File: src/sv/mmf_pkg.sv
`default_nettype none

package mmf_pkg;

    // Request kinds carried in the input tuser field.
    localparam logic [1:0] REQ_BYTE     = 2'd0;
    localparam logic [1:0] REQ_ACK_NOTE = 2'd1;
    localparam logic [1:0] REQ_ACK_CTRL = 2'd2;

    // Status byte values and ranges that the filter recognizes.
    localparam logic [7:0] STATUS_MIN      = 8'h80;
    localparam logic [7:0] NOTE_OFF_LO     = 8'h80;
    localparam logic [7:0] NOTE_OFF_HI     = 8'h85;
    localparam logic [7:0] NOTE_OFF_SKIP   = 8'h84;
    localparam logic [7:0] NOTE_ON_LO      = 8'h90;
    localparam logic [7:0] NOTE_ON_HI      = 8'h95;
    localparam logic [7:0] NOTE_HOLD       = 8'h94;
    localparam logic [7:0] CTRL_LO         = 8'hB0;
    localparam logic [7:0] CTRL_HI         = 8'hB5;
    localparam logic [7:0] CTRL_POT_LOW    = 8'hB4;
    localparam logic [7:0] CTRL_POT_HIGH   = 8'hB5;
    localparam logic [6:0] POT_GRP1_MAX    = 7'h05;
    localparam logic [6:0] POT_GRP2_MAX    = 7'h08;

    // Potentiometer event groups.
    localparam logic [1:0] POT_NONE = 2'd0;
    localparam logic [1:0] POT_GRP1 = 2'd1;
    localparam logic [1:0] POT_GRP2 = 2'd2;
    localparam logic [1:0] POT_GRP3 = 2'd3;

    // Command queue between front and back.
    localparam int unsigned QUEUE_DEPTH = 2;
    localparam int unsigned QUEUE_PTR_W = 1;
    localparam int unsigned QUEUE_CNT_W = 2;

    localparam int unsigned OUT_DATA_W = 56;

    // Operations that the front hands to the back.
    typedef enum logic [2:0] {
        CMD_NONE     = 3'd0,
        CMD_ACK_NOTE = 3'd1,
        CMD_ACK_CTRL = 3'd2,
        CMD_NOTE     = 3'd3,
        CMD_HOLD     = 3'd4,
        CMD_CTRL     = 3'd5
    } cmd_kind_t;

    typedef struct packed {
        cmd_kind_t  kind;
        logic [6:0] d1;
        logic [6:0] d2;
        logic [1:0] pot_group;
        logic       ctrl_pend;
    } cmd_t;

    // Queue handshake toward the back.
    typedef struct packed {
        logic valid;
        cmd_t cmd;
    } queue_out_t;

endpackage

`default_nettype wire

File: src/sv/midi_message_filter_top.sv
`default_nettype none

// MIDI message filter. Each request on the s_ stream is a received MIDI byte or
// an acknowledge of the note or control flag, and each request yields exactly one
// result on the m_ stream showing the flags and stored message fields after that
// request, plus any potentiometer event it raised. The block sustains one request
// per clock while the m_ stream takes results; a result passes from the command
// queue into the output register before it appears on the m_ stream. A two-entry
// command queue between the parser and the message state lets the input keep
// flowing for two requests while the output stalls.

module midi_message_filter_top (
    input  wire logic        aclk,
    input  wire logic        aresetn,
    input  wire logic        s_tvalid,
    output logic             s_tready,
    input  wire logic [7:0]  s_tdata,   // [7:0] rx_byte
    input  wire logic [1:0]  s_tuser,   // [1:0] req_type
    output logic             m_tvalid,
    input  wire logic        m_tready,
    // [0] note_flag, [7:1] note_number, [14:8] note_velocity, [21:15] held_note,
    // [22] control_flag, [29:23] control_number, [36:30] ctrl_value,
    // [38:37] pot_group, [45:39] pot_number, [52:46] pot_value, [55:53] zero
    output logic [55:0]      m_tdata
);

    logic                queue_full;
    logic                push;
    mmf_pkg::cmd_t       push_cmd;
    logic                pop;
    mmf_pkg::queue_out_t head;

    mmf_front u_front (
        .aclk       (aclk),
        .aresetn    (aresetn),
        .s_tvalid   (s_tvalid),
        .s_tready   (s_tready),
        .s_tdata    (s_tdata),
        .s_tuser    (s_tuser),
        .queue_full (queue_full),
        .push       (push),
        .push_cmd   (push_cmd)
    );

    mmf_queue u_queue (
        .aclk     (aclk),
        .aresetn  (aresetn),
        .push     (push),
        .push_cmd (push_cmd),
        .full     (queue_full),
        .pop      (pop),
        .head     (head)
    );

    mmf_back u_back (
        .aclk     (aclk),
        .aresetn  (aresetn),
        .head     (head),
        .pop      (pop),
        .m_tvalid (m_tvalid),
        .m_tready (m_tready),
        .m_tdata  (m_tdata)
    );

endmodule

`default_nettype wire

File: src/sv/mmf_front.sv
`default_nettype none

module mmf_front (
    input  wire logic         aclk,
    input  wire logic         aresetn,
    input  wire logic         s_tvalid,
    output logic              s_tready,
    input  wire logic [7:0]   s_tdata,
    input  wire logic [1:0]   s_tuser,
    input  wire logic         queue_full,
    output logic              push,
    output mmf_pkg::cmd_t     push_cmd
);

    logic       byte_count_reg, byte_count_next;
    logic [7:0] status_reg, status_next;
    logic [6:0] first_data_reg, first_data_next;

    logic       accept;
    logic       note_range;
    logic       ctrl_range;
    logic [6:0] rx_low;

    assign s_tready = !queue_full;
    assign accept   = s_tvalid && s_tready;
    assign push     = accept;
    assign rx_low   = s_tdata[6:0];

    // Status ranges of the stored running status.
    assign note_range = ((status_reg >= mmf_pkg::NOTE_ON_LO) &&
                         (status_reg <= mmf_pkg::NOTE_ON_HI)) ||
                        ((status_reg >= mmf_pkg::NOTE_OFF_LO) &&
                         (status_reg <= mmf_pkg::NOTE_OFF_HI));
    assign ctrl_range = (status_reg >= mmf_pkg::CTRL_LO) &&
                        (status_reg <= mmf_pkg::CTRL_HI);

    // Byte parser and message classification.
    always_comb begin
        byte_count_next    = byte_count_reg;
        status_next        = status_reg;
        first_data_next    = first_data_reg;
        push_cmd.kind      = mmf_pkg::CMD_NONE;
        push_cmd.d1        = first_data_reg;
        push_cmd.d2        = rx_low;
        push_cmd.pot_group = mmf_pkg::POT_NONE;
        push_cmd.ctrl_pend = 1'b1;

        case (s_tuser)
            mmf_pkg::REQ_BYTE: begin
                if (s_tdata >= mmf_pkg::STATUS_MIN) begin
                    byte_count_next = 1'b0;
                    status_next     = s_tdata;
                end else if (!byte_count_reg) begin
                    byte_count_next = 1'b1;
                    first_data_next = rx_low;
                end else begin
                    // Second data byte: judge the full message.
                    byte_count_next = 1'b0;
                    if (note_range) begin
                        if (status_reg == mmf_pkg::NOTE_HOLD) begin
                            push_cmd.kind = mmf_pkg::CMD_HOLD;
                        end else if (status_reg != mmf_pkg::NOTE_OFF_SKIP) begin
                            push_cmd.kind = mmf_pkg::CMD_NOTE;
                        end
                    end else if (ctrl_range) begin
                        push_cmd.kind = mmf_pkg::CMD_CTRL;
                        if (status_reg == mmf_pkg::CTRL_POT_LOW) begin
                            push_cmd.ctrl_pend = 1'b0;
                            if (first_data_reg <= mmf_pkg::POT_GRP1_MAX) begin
                                push_cmd.pot_group = mmf_pkg::POT_GRP1;
                            end else if (first_data_reg <= mmf_pkg::POT_GRP2_MAX) begin
                                push_cmd.pot_group = mmf_pkg::POT_GRP2;
                            end
                        end
                        if (status_reg == mmf_pkg::CTRL_POT_HIGH) begin
                            push_cmd.ctrl_pend = 1'b0;
                            push_cmd.pot_group = mmf_pkg::POT_GRP3;
                        end
                    end
                end
            end
            mmf_pkg::REQ_ACK_NOTE: begin
                push_cmd.kind = mmf_pkg::CMD_ACK_NOTE;
            end
            mmf_pkg::REQ_ACK_CTRL: begin
                push_cmd.kind = mmf_pkg::CMD_ACK_CTRL;
            end
            default: begin
                push_cmd.kind = mmf_pkg::CMD_NONE;
            end
        endcase
    end

    // Parser state updates only on an accepted request.
    always_ff @(posedge aclk) begin
        if (!aresetn) begin
            byte_count_reg <= 1'b0;
            status_reg     <= 8'd0;
            first_data_reg <= 7'd0;
        end else if (accept) begin
            byte_count_reg <= byte_count_next;
            status_reg     <= status_next;
            first_data_reg <= first_data_next;
        end
    end

endmodule

`default_nettype wire

File: src/sv/mmf_queue.sv
`default_nettype none

module mmf_queue (
    input  wire logic           aclk,
    input  wire logic           aresetn,
    input  wire logic           push,
    input  wire mmf_pkg::cmd_t  push_cmd,
    output logic                full,
    input  wire logic           pop,
    output mmf_pkg::queue_out_t head
);

    mmf_pkg::cmd_t entries_reg [mmf_pkg::QUEUE_DEPTH];

    logic [mmf_pkg::QUEUE_PTR_W-1:0] wr_ptr_reg, wr_ptr_next;
    logic [mmf_pkg::QUEUE_PTR_W-1:0] rd_ptr_reg, rd_ptr_next;
    logic [mmf_pkg::QUEUE_CNT_W-1:0] count_reg, count_next;

    logic do_push;
    logic do_pop;

    assign full       = (count_reg == mmf_pkg::QUEUE_CNT_W'(mmf_pkg::QUEUE_DEPTH));
    assign head.valid = (count_reg != '0);
    assign head.cmd   = entries_reg[rd_ptr_reg];

    assign do_push = push && !full;
    assign do_pop  = pop && head.valid;

    // Pointer and fill count bookkeeping.
    always_comb begin
        wr_ptr_next = do_push ? wr_ptr_reg + 1'b1 : wr_ptr_reg;
        rd_ptr_next = do_pop  ? rd_ptr_reg + 1'b1 : rd_ptr_reg;
        count_next  = count_reg;
        if (do_push && !do_pop) begin
            count_next = count_reg + 1'b1;
        end else if (do_pop && !do_push) begin
            count_next = count_reg - 1'b1;
        end
    end

    always_ff @(posedge aclk) begin
        if (!aresetn) begin
            wr_ptr_reg <= '0;
            rd_ptr_reg <= '0;
            count_reg  <= '0;
        end else begin
            wr_ptr_reg <= wr_ptr_next;
            rd_ptr_reg <= rd_ptr_next;
            count_reg  <= count_next;
        end
    end

    // Entry storage needs no reset.
    always_ff @(posedge aclk) begin
        if (do_push) begin
            entries_reg[wr_ptr_reg] <= push_cmd;
        end
    end

endmodule

`default_nettype wire

File: src/sv/mmf_back.sv
`default_nettype none

module mmf_back (
    input  wire logic                             aclk,
    input  wire logic                             aresetn,
    input  wire mmf_pkg::queue_out_t              head,
    output logic                                  pop,
    output logic                                  m_tvalid,
    input  wire logic                             m_tready,
    output logic [mmf_pkg::OUT_DATA_W-1:0]        m_tdata
);

    logic       note_pending_reg, note_pending_next;
    logic [6:0] stored_note_reg, stored_note_next;
    logic [6:0] stored_velocity_reg, stored_velocity_next;
    logic [6:0] latched_note_reg, latched_note_next;
    logic       control_pending_reg, control_pending_next;
    logic [6:0] stored_controller_reg, stored_controller_next;
    logic [6:0] stored_value_reg, stored_value_next;

    logic [1:0] pot_group_next;
    logic [6:0] pot_number_next;
    logic [6:0] pot_value_next;

    logic                           out_valid_reg;
    logic [mmf_pkg::OUT_DATA_W-1:0] out_data_reg, out_data_next;

    assign pop      = head.valid && (!out_valid_reg || m_tready);
    assign m_tvalid = out_valid_reg;
    assign m_tdata  = out_data_reg;

    // Apply the command at the head of the queue to the message state.
    always_comb begin
        note_pending_next      = note_pending_reg;
        stored_note_next       = stored_note_reg;
        stored_velocity_next   = stored_velocity_reg;
        latched_note_next      = latched_note_reg;
        control_pending_next   = control_pending_reg;
        stored_controller_next = stored_controller_reg;
        stored_value_next      = stored_value_reg;
        pot_group_next         = mmf_pkg::POT_NONE;
        pot_number_next        = 7'd0;
        pot_value_next         = 7'd0;

        case (head.cmd.kind)
            mmf_pkg::CMD_ACK_NOTE: begin
                note_pending_next = 1'b0;
            end
            mmf_pkg::CMD_ACK_CTRL: begin
                control_pending_next = 1'b0;
            end
            mmf_pkg::CMD_NOTE: begin
                note_pending_next    = 1'b1;
                stored_note_next     = head.cmd.d1;
                stored_velocity_next = head.cmd.d2;
                latched_note_next    = 7'd0;
            end
            mmf_pkg::CMD_HOLD: begin
                // A held note is latched only while none is held.
                if (latched_note_reg == 7'd0) begin
                    note_pending_next = 1'b1;
                    latched_note_next = head.cmd.d1;
                end
            end
            mmf_pkg::CMD_CTRL: begin
                control_pending_next   = head.cmd.ctrl_pend;
                stored_controller_next = head.cmd.d1;
                stored_value_next      = head.cmd.d2;
                pot_group_next         = head.cmd.pot_group;
                if (head.cmd.pot_group != mmf_pkg::POT_NONE) begin
                    pot_number_next = head.cmd.d1;
                    pot_value_next  = head.cmd.d2;
                end
            end
            default: begin
                pot_group_next = mmf_pkg::POT_NONE;
            end
        endcase

        out_data_next = {3'b000, pot_value_next, pot_number_next, pot_group_next,
                         stored_value_next, stored_controller_next,
                         control_pending_next, latched_note_next,
                         stored_velocity_next, stored_note_next, note_pending_next};
    end

    // Message state and output register valid.
    always_ff @(posedge aclk) begin
        if (!aresetn) begin
            note_pending_reg      <= 1'b0;
            stored_note_reg       <= 7'd0;
            stored_velocity_reg   <= 7'd0;
            latched_note_reg      <= 7'd0;
            control_pending_reg   <= 1'b0;
            stored_controller_reg <= 7'd0;
            stored_value_reg      <= 7'd0;
            out_valid_reg         <= 1'b0;
        end else begin
            if (pop) begin
                note_pending_reg      <= note_pending_next;
                stored_note_reg       <= stored_note_next;
                stored_velocity_reg   <= stored_velocity_next;
                latched_note_reg      <= latched_note_next;
                control_pending_reg   <= control_pending_next;
                stored_controller_reg <= stored_controller_next;
                stored_value_reg      <= stored_value_next;
                out_valid_reg         <= 1'b1;
            end else if (m_tready) begin
                out_valid_reg <= 1'b0;
            end
        end
    end

    // Result payload.
    always_ff @(posedge aclk) begin
        if (pop) begin
            out_data_reg <= out_data_next;
        end
    end

endmodule

`default_nettype wire
File: config.mk
export PLATFORM = sky130hd
export DESIGN_NAME = midi_message_filter_top
export DESIGN_NICKNAME = d
export VERILOG_FILES = /design/src/sv/mmf_pkg.sv /design/src/sv/midi_message_filter_top.sv /design/src/sv/mmf_front.sv /design/src/sv/mmf_queue.sv /design/src/sv/mmf_back.sv
export SDC_FILE = /design/constraint.sdc
export NUM_CORES = 1
export LEC_CHECK = 0
export ABC_AREA = 0
export BUFFER_PORTS_ARGS = -buffer_cell sky130_fd_sc_hd__buf_2
export CAP_MARGIN = 25
export CELL_PAD_IN_SITES_DETAIL_PLACEMENT = 1
export CELL_PAD_IN_SITES_GLOBAL_PLACEMENT = 2
export CORE_ASPECT_RATIO = 0.9
export CORE_MARGIN = 3
export CORE_UTILIZATION = 39
export DETAILED_ROUTE_END_ITERATION = 16
export PLACE_DENSITY_LB_ADDON = 0.1
export SLEW_MARGIN = 20
export SYNTH_ARGS = -nofsm -noshare
export SYNTH_HDL_FRONTEND = slang
export SYNTH_SLANG_ARGS = --single-unit
File: constraint.sdc
create_clock -name aclk -period 2.99 [get_ports aclk]
set_input_delay 0.598 -clock aclk [delete_from_list [all_inputs] [get_ports aclk]]
set_output_delay 0.598 -clock aclk [all_outputs]
set_load 0.005 [all_outputs]
### After elaboration in Yosys (flattened, before gate mapping)

Memories as Yosys holds them, arrays and structs flattened. A register that Yosys moved wholly into a read port is not among the register bits.
Index checks and enable logic that the tools add are counted.

| operators by class | value |
|---|---|
| bitwise logic cells | 2 |
| reductions and logical operators | 25 |
| muxes and demuxes | 35 |
| add/subtract/negate cells | 4 |
| equal/unequal tests | 12 |
| $lt $le $gt $ge | 9 |

Operators with widths:

| operator | number |
|---|---|
| two-way mux 3 bit | 12 |
| two-way mux 7 bit | 5 |
| >= comparator 8 bit, second input constant | 4 |
| == test 8 bit, second input constant | 3 |
| less-or-equal comparator 8 bit, second input constant | 3 |
| case mux 7 bit (2 select lines) | 1 |
| two-way mux 2 bit | 5 |
| logical AND 1 bit | 9 |
| two-way mux 1 bit | 9 |
| case mux 3 bit (3 select lines) | 1 |
| != test 8 bit, second input constant | 1 |
| nonzero test 2 bit | 4 |
| less-or-equal comparator 7 x 3 -> 1 bit, second input constant | 1 |
| less-or-equal comparator 7 x 4 -> 1 bit, second input constant | 1 |
| logical NOT 7 bit | 1 |
| == test 3 x 2 -> 1 bit, second input constant | 2 |
| == test 3 bit, second input constant | 2 |
| == test 2 bit, second input constant | 2 |
| logical NOT 1 bit | 4 |
| AND reduction 2 bit | 2 |
| AND reduction 4 bit | 1 |
| == test 3 x 1 -> 1 bit, second input constant | 1 |
| case mux 1 bit (3 select lines) | 1 |
| AND reduction 3 bit | 1 |
| other kinds (8) | 11 |

| word-level totals | value |
|---|---|
| output and inout port bits | 58 |
| bits in writable memories | 40 |
| memories | 1 |
| bits in registers | 111 |
| logic and storage cells | 105 |
| bits of input ports | 14 |

Memories:

| memory | words | width | rd ports | clocked after memory_dff | write ports | RTL line | text |
|---|---|---|---|---|---|---|---|
| u_queue.entries_reg | 2 | 20 | 1 | 1 | 1 | mmf_queue.sv:13 | `mmf_pkg::cmd_t entries_reg [mmf_pkg::QUEUE_DEPTH];` |

### Depth between registers and ports, before layout

| logic depth | value |
|---|---|
| word-level depth | 10 |
| gate-level depth with buffers | 8 |
| mapped depth without buffers | 7 |

### Modules after synthesis

From an unflattened synthesis, not the netlist that was laid out.

| unflattened totals | value |
|---|---|
| cell total of the unflattened synthesis | 511 |
| area, all modules | 6229.7 um2 |

Modules (own cells, without submodules):

| module | times used | cells an instance | seq. area each (um2) | area each (um2) |
|---|---|---|---|---|
| mmf_back | 1 | 315 | 2352.3 | 3697.3 |
| mmf_queue | 1 | 87 | 1301.2 | 1672.9 |
| mmf_front | 1 | 109 | 320.3 | 859.6 |

### Worst setup path after synthesis

No wires, ideal clock.

| timing | value |
|---|---|
| path type | reg-to-reg |
| from | register u_queue.count_reg[0] (netlist name) |
| to | memory u_queue.entries_reg[0][0] (netlist name) (enable) |
| library setup time | 0.397 ns |
| period minus slack after synthesis | 2.214 ns |
| stages on the path, launching flop included | 5 |
| path buffers | 1 |
| data required time | 2.593 ns |
| data arrival time | 1.817 ns |
| slack | 0.776 ns |
| path through | dfxtp_1 > nand2b_1 > clkbuf_1 > nand2_1 > nor2_1 |

| on the way | value |
|---|---|
| longest elaborated chain between the ends | 6 |

Ends and longest elaborated chain:

| what | RTL line | text |
|---|---|---|
| start, declared | mmf_queue.sv:17 | `logic [mmf_pkg::QUEUE_CNT_W-1:0] count_reg, count_next;` |
| start signal, assigned | mmf_queue.sv:49 | `count_reg <= count_next;` |
| == test 2 bit (*) | mmf_queue.sv:22 | `assign full = (count_reg == mmf_pkg::QUEUE_CNT_W'(mmf_pkg::QUEUE_DEPTH));` |
| logical NOT 1 bit (*) | mmf_front.sv:24 | `assign s_tready = !queue_full;` |
| via s_tready | midi_message_filter_top.sv:16 | `output logic s_tready,` |
| logical AND 1 bit | mmf_front.sv:25 | `assign accept = s_tvalid && s_tready;` |
| logical AND 1 bit (*) | mmf_queue.sv:26 | `assign do_push = push && !full;` |
| two-way mux 1 bit (*) | mmf_queue.sv:55 | `if (do_push) begin` |
| two-way mux 1 bit (implied by the code) (*) | mmf_queue.sv:56 | `entries_reg[wr_ptr_reg] <= push_cmd;` |
| end, declared | mmf_queue.sv:13 |  |

Mark *: on every way through the listed nets, which the timed path passes. The rest lies on a longest branch.

==> metrics.csv <==
stage,metric,value,unit
clock_network,clock sinks,152,
final_layout,"most common cell after layout, fill and taps aside",nor2_1,
timing,Max Freq,455,MHz
floorplan,number of cell rows,42,
drt,Detailed Routing Iterations Pass 1,4,
timing,final setup violation count,0,
pwr,Leakage,2.76,nW
worst_setup_path,WS Path Type,register to register,
yosys,asr flop ratio synth,0,%
drt,DRC Markers,0,
global_route,largest net degree at the start of global routing,31,
yosys,largest family of logic cells by synthesized area,simple AND/OR/NAND/NOR gates,
final_layout,# diodes,0,
hold_path,min-delay worst type,input pin to register,
clock_network,"CTS clk-pin slew, worst paths",0.06,ns
global_route,vias in the first global route,4002,
floorplan,Ports,72,
drt,Avg WL per Cell,18.0,microns
clock_network,Root Buffer,clkbuf_16,
place,GPL Wtd Cong,0.727,
timing,skew final,0.00797,ns
clock_network,setup bufs post-CTS,0,
clock_network,total CTS buffers,17,
clock_network,CTS tree,yes,
clock_network,number of hold buffers added after CTS,0,
worst_setup_path,data required time at the worst endpoint,3.14,ns
pwr,pwr dens,969,mW/mm^2
yosys,Post-Syn Instances,479,
final_layout,max reg flops,53,
timing,period utilisation layout,73.5,%
global_route,total gr overflow,0,
final_layout,Final nets,574,
yosys,Synth Area in Adders,0.206,%
job,max_cap viols,0,
worst_setup_path,worst-path cell chain,buf_4 > mux2i_1 > a21oi_1,
final_layout,Layout area overhead,19.9,%
floorplan,Core Area,0.0150,sq mm
global_route,first-pass GRT wire length,22.4,mm
yosys,multiplexer share of the synthesized area,5.14,%
timing,Max Slew Vio Count,0,
clock_network,Post-CTS Resized,0,
final_layout,most frequent cells in the layout,"nor2_1, edfxtp_1, buf_2",
clock_network,Clock Path Buffers,2,
yosys,Post-synth EDFFs,93,
worst_setup_path,crit path max-delay cell type,mux2i_1,
pwr,Max VDD drop,0.000419,V
clock_network,clk_lat worst skew,0.43,ns
drt,WL final,13.9,mm
worst_setup_path,kind of end point of the critical path,register,
timing,Slew HR,43.7,%
worst_setup_path,Buf/Inv on CP,1,
timing,Slew @ Worst Pin,0.822,ns
final_layout,layout cells sized above 1,26.6,%
yosys,ys flop type,edfxtp_1,
timing,setup_tns,0,ns
floorplan,die area,0.0171,sq mm
floorplan,Die W,137,microns
yosys,"Distinct cells, synth",53,
status,outcome,"complete, no violations",
yosys,Ys Warns,0,
clock_network,CTS H-Tree Depth,4,
drt,via count,3905,
timing,RSZ-0062 raised after global routing,false,
final_layout,fillcell total,1590,
drt,Antenna Nets Post-Route,0,
worst_setup_path,Arrival @ worst endpoint,2.34,ns
yosys,Yosys reg bits,152,
yosys,post-synthesis sequential area ratio,65.6,%
yosys,Post-Synthesis Cell Area,0.00606,sq mm
worst_setup_path,worst-path fanout max,19,
yosys,compound-gate portion of the synthesized area,12.3,%
floorplan,Die H,124,microns
worst_setup_path,cell family with most CP delay,multiplexers,
yosys,simple-gate share of the synthesized area,13.0,%
drt,Via density,5.07,
timing,crit path time final,2.20,ns
yosys,Synth Area in XOR/XNOR,0.578,%
place,placed insts,738,
floorplan,initial core utilization,40.5,%
place,IO Port Bufs,68,
global_route,initial antenna violation count,0,
worst_setup_path,Setup crit start kind,register,
final_layout,"non-filler cells, final",770,
place,hpwl dp,9.32,mm
drt,Initial DRC Count,175,
worst_setup_path,Max stage delay on crit path,0.74,ns
global_route,GRT Util Overall,17.3,%
timing,Fin. Hold Viols,0,
yosys,synthesized area per cell,12.7,sq um
==> cell usage after synthesis (2+ instances only) <==
master / instances / area [sq um]
a21oi_1: 39 / 195
nor2_1: 109 / 409
dfxtp_1: 59 / 1180
clkbuf_1: 9 / 33.8
buf_1: 2 / 7.51
xor2_1: 3 / 26.3
inv_1: 4 / 15.0
nand4b_2: 2 / 30.0
mux2i_1: 30 / 300
o21a_1: 14 / 105
edfxtp_1: 93 / 2790
o21ai_0: 4 / 20.0
a211oi_1: 9 / 67.6
nand2b_1: 3 / 18.8
a211oi_2: 21 / 263
buf_6: 3 / 33.8
nand3b_1: 3 / 22.5
nand4_4: 2 / 42.5
buf_4: 10 / 75.1
buf_2: 4 / 20.0
and3_1: 3 / 18.8
nand4bb_1: 2 / 22.5
nor2b_1: 4 / 25.0
and2_1: 2 / 12.5
nor3_1: 9 / 45.0
nand2_1: 9 / 33.8
==> cell type report <==
class                           count  area (sq um)  share of cell area (%)
Inverter                            6          22.5                   0.310
Sequential cell                   152          3970                    54.7
Tap cell                          198           248                    3.41
Clock buffer                       19           433                    5.96
Multi-Input combinational cell    295          1920                    26.4
Timing Repair Buffer               87           495                    6.82
Clock inverter                     13           178                    2.44
==> stage by stage <==
step	util, %	total power [mW]	cell area (sq um)	hold slack [ns]	worst slack, ns
after global routing	48.5	7.45	7270	0.400	0.613
final	48.5	7.04	7270	0.418	0.793
after detailed placement	44.4	4.89	6660	0.435	0.545
after floorplan	-	4.09	6070	0.421	0.776
after CTS	48.5	7.13	7270	0.404	0.741
after global placement	44.4	4.83	6650	0.430	0.588
==> cells by family (layout without fill, tap and decap cells) <==
family / count (synthesis) / after routing
buffers and inverters: 34 / 125
AO/OA/AOI/OAI: 97 / 97
flip-flops: 152 / 152
other: 1 / 3
XOR/XNOR: 4 / 4
multiplexers: 31 / 31
AND/OR/NAND/NOR: 159 / 159
adder cells (fa/ha/maj): 1 / 1
==> power by group <==
part	total [mW]	internal, mW	switching [mW]
Clock	2.23	1.39	0.836
Sequential	3.13	2.91	0.218
Combinational	1.68	0.639	1.04
==> path summary, 6_finish.rpt <==
path	from	cells past startpoint	endpoint	slack, ns
setup reg to reg	register	3	u_back.m_tdata[12]$_DFFE_PP_	0.79
hold reg to reg	u_front.status_reg[7]$_SDFFE_PN0P_	2	u_front.status_reg[7]$_SDFFE_PN0P_	0.44
hold / removal	s_tdata[2]	1	u_queue.entries_reg[0][5]$_DFFE_PP_	0.42
setup / recovery	register	3	u_back.m_tdata[12]$_DFFE_PP_	0.79
==> layer usage <==
metal  vias up  GRT usage (%)  part of all wire [%]
li1       1894              -                     -
met5         -              0                     0
met2        69           26.7                    47
met3        20           4.48                   3.8
met1      1922           23.8                    47
met4         0           5.34                   1.5
Power figures use the tool's default switching activity.
